File: src/design/ugbi_pkg.sv
// ----------------------------------------------------------------------------
// ugbi_pkg: shared types and constants for the uniform grid bin index core
// Field widths, configuration register codes, result status codes and the
// control bundle handed from the top level to the merge stage.
// ----------------------------------------------------------------------------
package ugbi_pkg;

    // fixed field widths
    localparam int COORD_W   = 32;
    localparam int BINS_W    = 11;
    localparam int AXES_W    = 2;
    localparam int INDEX_W   = 20;
    localparam int CFG_IDX_W = 3;

    // largest bin count the bins field can hold
    localparam int BINS_FIELD_MAX = (1 << BINS_W) - 1;

    // defaults for the top-level parameters
    localparam int DEF_MAX_BINS_PER_AXIS = 1024;
    localparam int DEF_NUM_AXES          = 2;

    // configuration register indexes
    typedef enum logic [CFG_IDX_W-1:0] {
        REG_AXES        = 3'd0,
        REG_AXIS0_START = 3'd1,
        REG_AXIS0_STOP  = 3'd2,
        REG_AXIS0_BINS  = 3'd3,
        REG_AXIS1_START = 3'd4,
        REG_AXIS1_STOP  = 3'd5,
        REG_AXIS1_BINS  = 3'd6
    } cfg_reg_t;

    // per-axis register codes, indexed by axis number
    localparam cfg_reg_t AXIS_START_REG [0:1] = '{REG_AXIS0_START, REG_AXIS1_START};
    localparam cfg_reg_t AXIS_STOP_REG  [0:1] = '{REG_AXIS0_STOP,  REG_AXIS1_STOP};
    localparam cfg_reg_t AXIS_BINS_REG  [0:1] = '{REG_AXIS0_BINS,  REG_AXIS1_BINS};

    // register reset values
    localparam logic [AXES_W-1:0]         AXES_RESET  = 2'd2;
    localparam logic signed [COORD_W-1:0] START_RESET = 32'sd0;
    localparam logic signed [COORD_W-1:0] STOP_RESET  = 32'sd65536;
    localparam logic [BINS_W-1:0]         BINS_RESET  = 11'd1;

    // result status codes
    typedef enum logic [1:0] {
        ST_FOUND = 2'd0,
        ST_BELOW = 2'd1,
        ST_ABOVE = 2'd2,
        ST_BAD   = 2'd3
    } status_t;

    // configuration view used by the merge stage
    typedef struct packed {
        logic              use2;
        logic              bad;
        logic [BINS_W-1:0] bins0;
    } merge_cfg_t;

endpackage

File: src/design/ugbi_divider.sv
// ----------------------------------------------------------------------------
// ugbi_divider: pipelined restoring divider
// One quotient bit per stage; the dividend is known to be below
// divisor * 2**QW, so QW stages give the full quotient. A status code
// rides along with each request.
// ----------------------------------------------------------------------------
module ugbi_divider #(
    parameter int QW = 10
) (
    input  logic                                    clk,
    input  logic [ugbi_pkg::COORD_W+ugbi_pkg::BINS_W-1:0] dividend,
    input  logic [ugbi_pkg::COORD_W-1:0]            divisor,
    input  ugbi_pkg::status_t                       st_in,
    output logic [QW-1:0]                           quo,
    output ugbi_pkg::status_t                       st_out
);

    localparam int DW = ugbi_pkg::COORD_W + ugbi_pkg::BINS_W;
    localparam int RW = ugbi_pkg::COORD_W;

    // top part of the dividend is already below the divisor
    logic [DW-1:0] dividend_sh;
    assign dividend_sh = dividend >> QW;

    // stage registers, stage k result at index k+1
    logic [RW-1:0]     rem_reg [1:QW];
    logic [QW-1:0]     low_reg [1:QW];
    logic [QW-1:0]     quo_reg [1:QW];
    ugbi_pkg::status_t st_reg  [1:QW];

    for (genvar k = 0; k < QW; k++) begin : g_stage
        logic [RW-1:0]     rem_cur;
        logic [QW-1:0]     low_cur;
        logic [QW-1:0]     quo_cur;
        ugbi_pkg::status_t st_cur;
        logic [RW:0]       trial;
        logic [RW:0]       trial_sub;
        logic              ge;

        // pick the stage source
        if (k == 0) begin : g_first
            assign rem_cur = dividend_sh[RW-1:0];
            assign low_cur = dividend[QW-1:0];
            assign quo_cur = '0;
            assign st_cur  = st_in;
        end
        else begin : g_next
            assign rem_cur = rem_reg[k];
            assign low_cur = low_reg[k];
            assign quo_cur = quo_reg[k];
            assign st_cur  = st_reg[k];
        end

        // bring down one dividend bit and try the subtract
        assign trial     = {rem_cur, low_cur[QW-1]};
        assign trial_sub = trial - {1'b0, divisor};
        assign ge        = (trial >= {1'b0, divisor});

        // advance one stage
        always_ff @(posedge clk)
        begin
            rem_reg[k+1] <= ge ? trial_sub[RW-1:0] : trial[RW-1:0];
            low_reg[k+1] <= low_cur << 1;
            quo_reg[k+1] <= (quo_cur << 1) | QW'(ge);
            st_reg[k+1]  <= st_cur;
        end
    end

    assign quo    = quo_reg[QW];
    assign st_out = st_reg[QW];

endmodule

File: src/design/ugbi_lane.sv
// ----------------------------------------------------------------------------
// ugbi_lane: one axis of the bin computation
// Range check and offset, scale by the bin count, then divide by the axis
// span to get the axis bin. The offset and the product are each registered ahead of the divider; one request per cycle.
// ----------------------------------------------------------------------------
module ugbi_lane #(
    parameter int QW = 10
) (
    input  logic                                  clk,
    input  logic signed [ugbi_pkg::COORD_W-1:0]   x,
    input  logic signed [ugbi_pkg::COORD_W-1:0]   lo,
    input  logic signed [ugbi_pkg::COORD_W-1:0]   hi,
    input  logic [ugbi_pkg::BINS_W-1:0]           bin_count,
    output logic [QW-1:0]                         quo,
    output ugbi_pkg::status_t                     st
);

    localparam int CW = ugbi_pkg::COORD_W;
    localparam int DW = ugbi_pkg::COORD_W + ugbi_pkg::BINS_W;

    logic [CW:0]           offset;
    logic [CW-1:0]         span;
    ugbi_pkg::status_t     st_chk;
    logic [CW-1:0]         diff_reg;
    ugbi_pkg::status_t     st1_reg;
    logic [DW-1:0]         prod_reg;
    ugbi_pkg::status_t     st2_reg;

    // check the range, stop edge first
    always_comb
    begin
        if (x >= hi)
            st_chk = ugbi_pkg::ST_ABOVE;
        else if (x < lo)
            st_chk = ugbi_pkg::ST_BELOW;
        else
            st_chk = ugbi_pkg::ST_FOUND;
    end

    assign offset = {x[CW-1], x} - {lo[CW-1], lo};
    assign span   = CW'(hi - lo);

    // hold the offset from the lower edge
    always_ff @(posedge clk)
    begin
        diff_reg <= offset[CW-1:0];
        st1_reg  <= st_chk;
    end

    // scale by the bin count
    always_ff @(posedge clk)
    begin
        prod_reg <= DW'(diff_reg) * DW'(bin_count);
        st2_reg  <= st1_reg;
    end

    ugbi_divider #(
        .QW (QW)
    ) u_div (
        .clk      (clk),
        .dividend (prod_reg),
        .divisor  (span),
        .st_in    (st2_reg),
        .quo      (quo),
        .st_out   (st)
    );

endmodule

File: src/design/ugbi_merge.sv
// ----------------------------------------------------------------------------
// ugbi_merge: combine the lane results into one global bin
// Resolve the status in axis order, scale the axis 1 bin by the axis 0 bin
// count, then add and drive the result strobe.
// ----------------------------------------------------------------------------
module ugbi_merge #(
    parameter int QW       = 10,
    parameter int NUM_AXES = 2
) (
    input  logic                              clk,
    input  logic                              rst_n,
    input  logic                              in_valid,
    input  logic [QW-1:0]                     quo [NUM_AXES],
    input  ugbi_pkg::status_t                 st  [NUM_AXES],
    input  ugbi_pkg::merge_cfg_t              cfg,
    output logic                              done,
    output logic [ugbi_pkg::INDEX_W-1:0]      bin_index,
    output logic [1:0]                        status
);

    localparam int PW = QW + ugbi_pkg::BINS_W;
    localparam int SW = PW + 1;

    logic [QW-1:0]         b1;
    ugbi_pkg::status_t     st1;
    ugbi_pkg::status_t     st_res;
    logic                  v1_reg;
    logic [QW-1:0]         b0_reg;
    logic [PW-1:0]         prod_reg;
    ugbi_pkg::status_t     st_reg;
    logic                  use2_reg;
    logic [SW-1:0]         sum;
    logic                  done_reg;
    logic [ugbi_pkg::INDEX_W-1:0] bin_reg;
    ugbi_pkg::status_t     status_reg;

    // second lane, when present
    if (NUM_AXES > 1) begin : g_two
        assign b1  = quo[1];
        assign st1 = st[1];
    end
    else begin : g_one
        assign b1  = '0;
        assign st1 = ugbi_pkg::ST_FOUND;
    end

    // resolve status: bad configuration, then axis 0, then axis 1
    always_comb
    begin
        if (cfg.bad)
            st_res = ugbi_pkg::ST_BAD;
        else if (st[0] != ugbi_pkg::ST_FOUND)
            st_res = st[0];
        else if (cfg.use2 && (st1 != ugbi_pkg::ST_FOUND))
            st_res = st1;
        else
            st_res = ugbi_pkg::ST_FOUND;
    end

    // stage one: row offset product
    always_ff @(posedge clk or negedge rst_n)
    begin
        if (!rst_n)
            v1_reg <= 1'b0;
        else
            v1_reg <= in_valid;
    end

    always_ff @(posedge clk)
    begin
        b0_reg   <= quo[0];
        prod_reg <= PW'(b1) * PW'(cfg.bins0);
        st_reg   <= st_res;
        use2_reg <= cfg.use2;
    end

    // stage two: add and drop the index unless found
    assign sum = use2_reg ? (SW'(b0_reg) + SW'(prod_reg)) : SW'(b0_reg);

    always_ff @(posedge clk or negedge rst_n)
    begin
        if (!rst_n)
            done_reg <= 1'b0;
        else
            done_reg <= v1_reg;
    end

    always_ff @(posedge clk)
    begin
        bin_reg    <= (st_reg == ugbi_pkg::ST_FOUND) ? ugbi_pkg::INDEX_W'(sum) : '0;
        status_reg <= st_reg;
    end

    assign done      = done_reg;
    assign bin_index = bin_reg;
    assign status    = status_reg;

endmodule

File: src/design/uniform_grid_bin_index_core.sv
// ----------------------------------------------------------------------------
// uniform_grid_bin_index_core: map a point to its uniform grid bin
// Start passes the lane offset and product registers, the per-axis
// divider, one quotient bit per stage, and the merge registers before done;
// QW = ceil(log2(max bins)) with max bins capped at 2047. Throughput: one
// request per cycle, busy stays low. Reset clears the pipeline valids and
// loads the register reset values; results cannot be stalled by the receiver.
// ----------------------------------------------------------------------------
module uniform_grid_bin_index_core #(
    parameter int MAX_BINS_PER_AXIS = ugbi_pkg::DEF_MAX_BINS_PER_AXIS,
    parameter int NUM_AXES          = ugbi_pkg::DEF_NUM_AXES
) (
    input  logic                                 clk,
    input  logic                                 rst_n,
    input  logic                                 cfg_we,
    input  logic [ugbi_pkg::CFG_IDX_W-1:0]       cfg_addr,
    input  logic [ugbi_pkg::COORD_W-1:0]         cfg_wdata,
    input  logic                                 start,
    output logic                                 busy,
    input  logic signed [ugbi_pkg::COORD_W-1:0]  coord_a,
    input  logic signed [ugbi_pkg::COORD_W-1:0]  coord_b,
    output logic                                 done,
    output logic [ugbi_pkg::INDEX_W-1:0]         bin_index,
    output logic [1:0]                           status
);

    localparam int EFF_BINS = (MAX_BINS_PER_AXIS < ugbi_pkg::BINS_FIELD_MAX) ?
                              MAX_BINS_PER_AXIS : ugbi_pkg::BINS_FIELD_MAX;
    localparam int QW       = (EFF_BINS > 1) ? $clog2(EFF_BINS) : 1;
    localparam int LANE_LAT = QW + 2;
    localparam int LAT      = QW + 4;

    localparam int CW = ugbi_pkg::COORD_W;
    localparam int BW = ugbi_pkg::BINS_W;

    ugbi_pkg::cfg_reg_t        addr_code;
    logic [ugbi_pkg::AXES_W-1:0] axes_reg;
    logic signed [CW-1:0]      start_reg [NUM_AXES];
    logic signed [CW-1:0]      stop_reg  [NUM_AXES];
    logic [BW-1:0]             bins_reg  [NUM_AXES];
    logic [NUM_AXES-1:0]       axis_bad;
    logic [NUM_AXES-1:0]       axis_used;
    logic                      use2;
    logic                      accept;
    logic [LANE_LAT-1:0]       valid_reg;
    logic [QW-1:0]             lane_quo [NUM_AXES];
    ugbi_pkg::status_t         lane_st  [NUM_AXES];
    ugbi_pkg::merge_cfg_t      merge_cfg;

    assign busy   = 1'b0;
    assign accept = start && !busy;

    assign addr_code = ugbi_pkg::cfg_reg_t'(cfg_addr);

    // axis count register
    always_ff @(posedge clk or negedge rst_n)
    begin
        if (!rst_n)
            axes_reg <= ugbi_pkg::AXES_RESET;
        else if (cfg_we && (addr_code == ugbi_pkg::REG_AXES))
            axes_reg <= cfg_wdata[ugbi_pkg::AXES_W-1:0];
    end

    // a zero axis count acts as one
    assign use2 = (NUM_AXES > 1) && (axes_reg >= 2'd2);

    for (genvar a = 0; a < NUM_AXES; a++) begin : g_axis
        logic signed [CW-1:0] lane_x;

        // per-axis edge and bin count registers
        always_ff @(posedge clk or negedge rst_n)
        begin
            if (!rst_n)
            begin
                start_reg[a] <= ugbi_pkg::START_RESET;
                stop_reg[a]  <= ugbi_pkg::STOP_RESET;
                bins_reg[a]  <= ugbi_pkg::BINS_RESET;
            end
            else if (cfg_we)
            begin
                if (addr_code == ugbi_pkg::AXIS_START_REG[a])
                    start_reg[a] <= cfg_wdata;
                if (addr_code == ugbi_pkg::AXIS_STOP_REG[a])
                    stop_reg[a] <= cfg_wdata;
                if (addr_code == ugbi_pkg::AXIS_BINS_REG[a])
                    bins_reg[a] <= cfg_wdata[BW-1:0];
            end
        end

        // flag an empty span or a bin count out of range
        assign axis_bad[a] = (start_reg[a] >= stop_reg[a]) ||
                             (bins_reg[a] == '0) ||
                             (32'(bins_reg[a]) > 32'(MAX_BINS_PER_AXIS));
        assign axis_used[a] = (a == 0) || use2;

        assign lane_x = (a == 0) ? coord_a : coord_b;

        ugbi_lane #(
            .QW (QW)
        ) u_lane (
            .clk       (clk),
            .x         (lane_x),
            .lo        (start_reg[a]),
            .hi        (stop_reg[a]),
            .bin_count (bins_reg[a]),
            .quo       (lane_quo[a]),
            .st        (lane_st[a])
        );
    end

    // track requests through the lanes
    always_ff @(posedge clk or negedge rst_n)
    begin
        if (!rst_n)
            valid_reg <= '0;
        else
            valid_reg <= {valid_reg[LANE_LAT-2:0], accept};
    end

    assign merge_cfg.use2  = use2;
    assign merge_cfg.bad   = |(axis_bad & axis_used);
    assign merge_cfg.bins0 = bins_reg[0];

    ugbi_merge #(
        .QW       (QW),
        .NUM_AXES (NUM_AXES)
    ) u_merge (
        .clk       (clk),
        .rst_n     (rst_n),
        .in_valid  (valid_reg[LANE_LAT-1]),
        .quo       (lane_quo),
        .st        (lane_st),
        .cfg       (merge_cfg),
        .done      (done),
        .bin_index (bin_index),
        .status    (status)
    );

    // a result only appears for a matching accepted request
    assert property (@(posedge clk) disable iff (!rst_n)
        done |-> $past(accept, LAT))
    else $error("result strobe without a matching request");

    // index is zero unless the point was found
    assert property (@(posedge clk) disable iff (!rst_n)
        (done && (status != ugbi_pkg::ST_FOUND)) |-> (bin_index == '0))
    else $error("nonzero bin index on a miss");

endmodule
File: config.mk
export PLATFORM = sky130hd
export DESIGN_NAME = uniform_grid_bin_index_core
export DESIGN_NICKNAME = d
export VERILOG_FILES = /design/src/design/ugbi_pkg.sv /design/src/design/ugbi_divider.sv /design/src/design/ugbi_lane.sv /design/src/design/ugbi_merge.sv /design/src/design/uniform_grid_bin_index_core.sv
export SDC_FILE = /design/constraint.sdc
export NUM_CORES = 2
export LEC_CHECK = 0
export ABC_AREA = 0
export ABC_CLOCK_PERIOD_IN_PS = 7800
export BUFFER_PORTS_ARGS = -buffer_cell sky130_fd_sc_hd__buf_2
export CAP_MARGIN = 15
export CORE_ASPECT_RATIO = 0.6
export CORE_MARGIN = 2
export CORE_UTILIZATION = 45
export DETAILED_ROUTE_END_ITERATION = 8
export HOLD_SLACK_MARGIN = 0.1
export PLACE_DENSITY = 0.64
export SYNTH_ARGS = -nofsm -noshare
export SYNTH_HDL_FRONTEND = slang
export SYNTH_HIERARCHICAL = 1
export SYNTH_SLANG_ARGS = --single-unit
File: constraint.sdc
create_clock -name clk -period 7.8 [get_ports clk]
set_input_delay 0.39 -clock clk [delete_from_list [all_inputs] [get_ports clk]]
set_output_delay 0.39 -clock clk [all_outputs]
set_load 0.01 [all_outputs]
# Word level (Yosys, flattened, before mapping)
# Memories as Yosys holds them, arrays and structs flattened. A register that Yosys moved wholly into a read port is not among the register bits.
# Cells that the tools add are included.
# op_classes
n_bitwise,19
n_eq_ne,6
n_reduce_logical,20
add_sub_neg,25
muxes,25
mul,3
magnitude_cmp,29
# op_table
op,n
$sub A32 B32 Y32,24
$ge A33 B32 Y1,20
$mux W32,20
$or A10 B1 Y10,18
$ge A32 B32 Y1,4
$mul A32 B11 Y42,2
$lt A32 B32 Y1,2
$gt A11 B11 Y1 const B,2
$logic_not A11 Y1,2
$add A10 B20 Y20,1
$mul A10 B11 Y20,1
$reduce_and A2 Y1,7
$mux W10,1
$eq A3 B3 Y1 const B,3
$eq A3 B2 Y1 const B,2
$logic_or A1 B1 Y1,4
$mux W2,2
$reduce_bool A2 Y1,2
$eq A3 B1 Y1 const B,1
$logic_not A3 Y1,1
$and A2 B2 Y2,1
$ge A2 B2 Y1 const B,1
$logic_and A1 B1 Y1,2
$logic_not A2 Y1,1
2 further kinds,3
# totals
ram_bits,1060
ff_bits,367
mem_count,8
wordCells,159
output_inout_bits,24
inputBits,103
# memory_table
name,depth,word_bits,read_ports,rd_ports_with_merged_regs,wr,line_no,rtl
g_axis[0].u_lane.u_div.rem_reg,10,32,9,0,10,ugbi_divider.sv:26,logic [RW-1:0] rem_reg [1:QW];
g_axis[1].u_lane.u_div.rem_reg,10,32,9,0,10,ugbi_divider.sv:26,
g_axis[0].u_lane.u_div.quo_reg,10,10,10,1,10,ugbi_divider.sv:28,logic [QW-1:0] quo_reg [1:QW];
g_axis[1].u_lane.u_div.quo_reg,10,10,10,0,10,ugbi_divider.sv:28,
g_axis[0].u_lane.u_div.low_reg,10,9,9,0,10,ugbi_divider.sv:27,logic [QW-1:0] low_reg [1:QW];
g_axis[1].u_lane.u_div.low_reg,10,9,9,0,10,ugbi_divider.sv:27,
+2 memories,-,-,-,-,-,-,

# Logic depth before layout (Yosys ltp)
# logic_depth
depth_word,5
mapped_depth,27

# Hierarchy
# The synthesis kept the hierarchy.
# by_module_without_submodules
mod,area_each_um2,seq_area_each_um2,instances,cells_per_inst
ugbi_divider (g_axis[0].u_lane.u_div),27547.7,8167.8,1,3103
ugbi_divider (g_axis[1].u_lane.u_div),26614.3,8167.8,1,2970
ugbi_lane (g_axis[0].u_lane),16569.6,1581.5,1,1941
ugbi_lane (g_axis[1].u_lane),16460.8,1581.5,1,1930
uniform_grid_bin_index_core,7558.5,4085.2,1,618
ugbi_merge,5634.2,1151.1,1,611

# Worst setup path before layout
# No wires, ideal clock.
# synth_path
path_kind,register to register
start,reg bins_reg[14] in the netlist's numbering
end,reg g_axis[0].u_lane.prod_reg[35]
arrival_ps,5768
setup_ps,82
required_ps,7718
setup_slack_ps,1950
path_stages_with_launch,21
synth_period_minus_slack_ps,5850
cell_sequence,dfrtp_1 -> clkbuf_1 -> nand2_1 -> fa_1 -> fa_1 -> inv_1 -> fa_1 -> fa_1 -> inv_1 -> fa_1 -> inv_1 -> ha_1 -> a211oi_1 -> nor2_1 -> o311a_1 -> o221ai_2 -> a21bo_4 -> o31ai_4 -> o211a_4 -> or4b_1 -> o2111ai_1
# synth_via
elab_chain_cells,1
# synth_lines
item,line_no,rtl
"start, declared",uniform_grid_bin_index_core.sv:40,logic [BW-1:0] bins_reg [NUM_AXES];
"start signal, assigned by index",uniform_grid_bin_index_core.sv:77,bins_reg[a] <= ugbi_pkg::BINS_RESET;
"start signal, assigned by index",uniform_grid_bin_index_core.sv:86,bins_reg[a] <= cfg_wdata[BW-1:0];
$mul A32 B11 Y42,ugbi_lane.sv:53,prod_reg <= DW'(diff_reg) * DW'(bin_count);
"end signal, assigned",ugbi_lane.sv:53,
"end, declared",ugbi_lane.sv:26,logic [DW-1:0] prod_reg;
# No other way between the ends.
# A chain may end at the register's enable or synchronous reset.

==> results_dict.tcl <==
set metrics [dict create \
    crit_required_ns 8.46 \
    drt-initial-drc-count 8466 \
    totalWireLength_um 316900 \
    crit_type "flop to flop" \
    vias 82610 \
    largest_reg_flops 576 \
    cts_resized 0 \
    path_depth 20 \
    hold_violations 0 \
    cpPeakStageDelay_ns 0.81 \
    insertion_delay_ns 0.79 \
    track_usage_pct 27.66 \
    timing.fmax_mhz 136.5 \
    synth.avg_cell_area_um2 8.989 \
    dr.pass1.iters 6 \
    drc_errors 0 \
    hold_class "primary input to flop" \
    fill_cells 20660 \
    cp.arrival_ns 7.99 \
    hold_path_depth 3 \
    io_buffers 125 \
    synth_fp_nets 13000 \
    path_cells "inv_1 > ha_1 > nor2b_1 > o31ai_1 > a311oi_1 > nor4_1 > nor3_1 > and4_1 > o41ai_1 > xnor2_1 > inv_1 > ha_1 > and3_1 > nand2_1 > nor4_1 > a21boi_0 > nor3b_1 > a221oi_4 > buf_4 > mux2_2" \
    outcome "finished, final reports clean" \
    worst-r2r-cell-count 20 \
    fin_tns_setup_ns 0 \
    start_util_pct 45.17 \
    grt_pass1_wl_um 486500 \
    critical-path-slowest-cell "o41ai_1" \
    clock-root-buffer "clkbuf_16" \
    period_share_pct 93.93 \
    boundaryPins 127 \
    crit_family "compound AO/OA/AOI/OAI gates" \
    cp-start-kind "flop" \
    numCtsBuffers 118 \
    antenna_found_initial 30 \
    grt_setup_unrepaired "false" \
    post-route-min-period_ns 7.327 \
    slew_viol_final 0 \
    cp.buffers_inverters 3 \
    setup_viol 0 \
    relSlewSlack_pct 19.72 \
    cts_max_level 3 \
    syn_to_final_growth_pct 8.477 \
    clock-sinks 1192 \
    gp_congestion 0.9906 \
    clk_pin_slew_ns 0.07 \
    crit_fanout 38 \
    grt_pass1_vias 79890 \
    die_y_um 369.5 \
    die-area_um2 226600 \
    tritoncts "built" \
    worst_clock_skew_ns 0.04681 \
    maxCapViolations 0 \
    drive_gt1_share_pct 8.685 \
    dp_hpwl_um 252000 \
    rows 134 \
    worst_slew_pin_slew_ns 1.204 \
    clock_path_buffers 3 \
    grt_overflow_total 0 \
    worstSetupEndpointType "flop" \
    netlist_area_um2 100200 \
    viasPerCell 5.779 \
    nNetsFinal 13050 \
    wire_per_inst_um 22.17 \
    regToRegSetupSlack_ns 0.47 \
    grt_max_degree 103 \
    final_antenna_net_count 0 \
    die_x_um 613.2 \
    synth-warning-count 6 \
    fp.coreArea_um2 221800 \
    syn_inst 11150 \
]
path summary, 6_finish.rpt:
check                                                      startpoint                                endpoint
worst min register to register  g_axis[0].u_lane/u_div/low_reg[0][13]   g_axis[0].u_lane/u_div/low_reg[0][22]
min in group asynchronous                                       rst_n                            stop_reg[25]
worst max register to register                           start_reg[1]  g_axis[1].u_lane/u_div/rem_reg[0][196]
worst min-delay path                                      coord_a[13]           g_axis[0].u_lane/diff_reg[13]
max in group asynchronous                                       rst_n                           start_reg[35]
worst max-delay path                                     start_reg[1]  g_axis[1].u_lane/u_div/rem_reg[0][196]
worst register-to-register path, stage by stage (launching register included):
cell and delay [ns]:
dfrtp_1 0.47, inv_1 0.11, ha_1 0.29, nor2b_1 0.14
o31ai_1 0.43, a311oi_1 0.25, nor4_1 0.37, nor3_1 0.18
and4_1 0.26, o41ai_1 0.81, xnor2_1 0.34, inv_1 0.60
ha_1 0.63, and3_1 0.25, nand2_1 0.09, nor4_1 0.43
a21boi_0 0.31, nor3b_1 0.12, a221oi_4 0.25, buf_4 0.44
mux2_2 0.45
stage by stage:
stage | instances | hold WS, ns | setup slack [ns] | area (um2) | util [%]
2_1_floorplan | 11150 | 0.09441 | 1.950 | 100200 | -
3_3_place_gp | 14020 | 0.3096 | 0.8372 | 104100 | 46.95
3_5_place_dp | 14020 | 0.3121 | 0.7091 | 104100 | 46.95
4_1_cts | 14290 | 0.1135 | 0.6796 | 108700 | 48.99
5_1_grt | 14290 | 0.1239 | 0.04447 | 108700 | 48.99
6_report | 14300 | 0.1773 | 0.4732 | 108700 | 49.00
final cells by class:
cell class	count	area, um2	share of cell area [%]
clock inverters	69	829.5	0.7632
multi-input cells	8471	69890	64.31
diodes	9	22.52	0.02072
flip-flops and latches	1192	24690	22.72
repair buffers	295	2103	1.935
well taps	2992	3744	3.444
inverters	1120	4204	3.868
clock buffers	148	3197	2.941
placed cells by master, fill, tap and decap left out, types with 142 or more instances in the layout:
| cell type | instances |
|---|---|
| nor2b_1 | 142 |
| dfrtp_1 | 160 |
| nor2_1 | 458 |
| o21ai_0 | 520 |
| a21oi_1 | 798 |
| a21o_1 | 433 |
| nand2_1 | 1041 |
| mux2_2 | 360 |
| nand3_1 | 159 |
| dfxtp_1 | 1027 |
| ha_1 | 1119 |
| xor2_1 | 242 |
| inv_1 | 1120 |
| xnor2_1 | 445 |
| fa_1 | 630 |
| nand4_1 | 170 |
| and2_1 | 425 |
metal layers:
layer  vias to the layer above  routed length, um  GRT usage [%]  share of wire [%]
met1                     40220             152600          41.89                 48
met5                         -                217              0              0.068
met3                       467              31970          7.119                 10
li1                      38570                  -              -                  -
met4                        32               8981          7.534                2.8
met2                      3323             123200          38.14                 39
repair_timing:
item | CTS | global route
hold buffers | 49 | 0
endpoints found under the hold margin | 245 | 0
setup buffers | 0 | 0
Power is left out: the tool's default activity adds up to more than one toggle a clock period on the data nets, which glitch-free logic cannot reach.
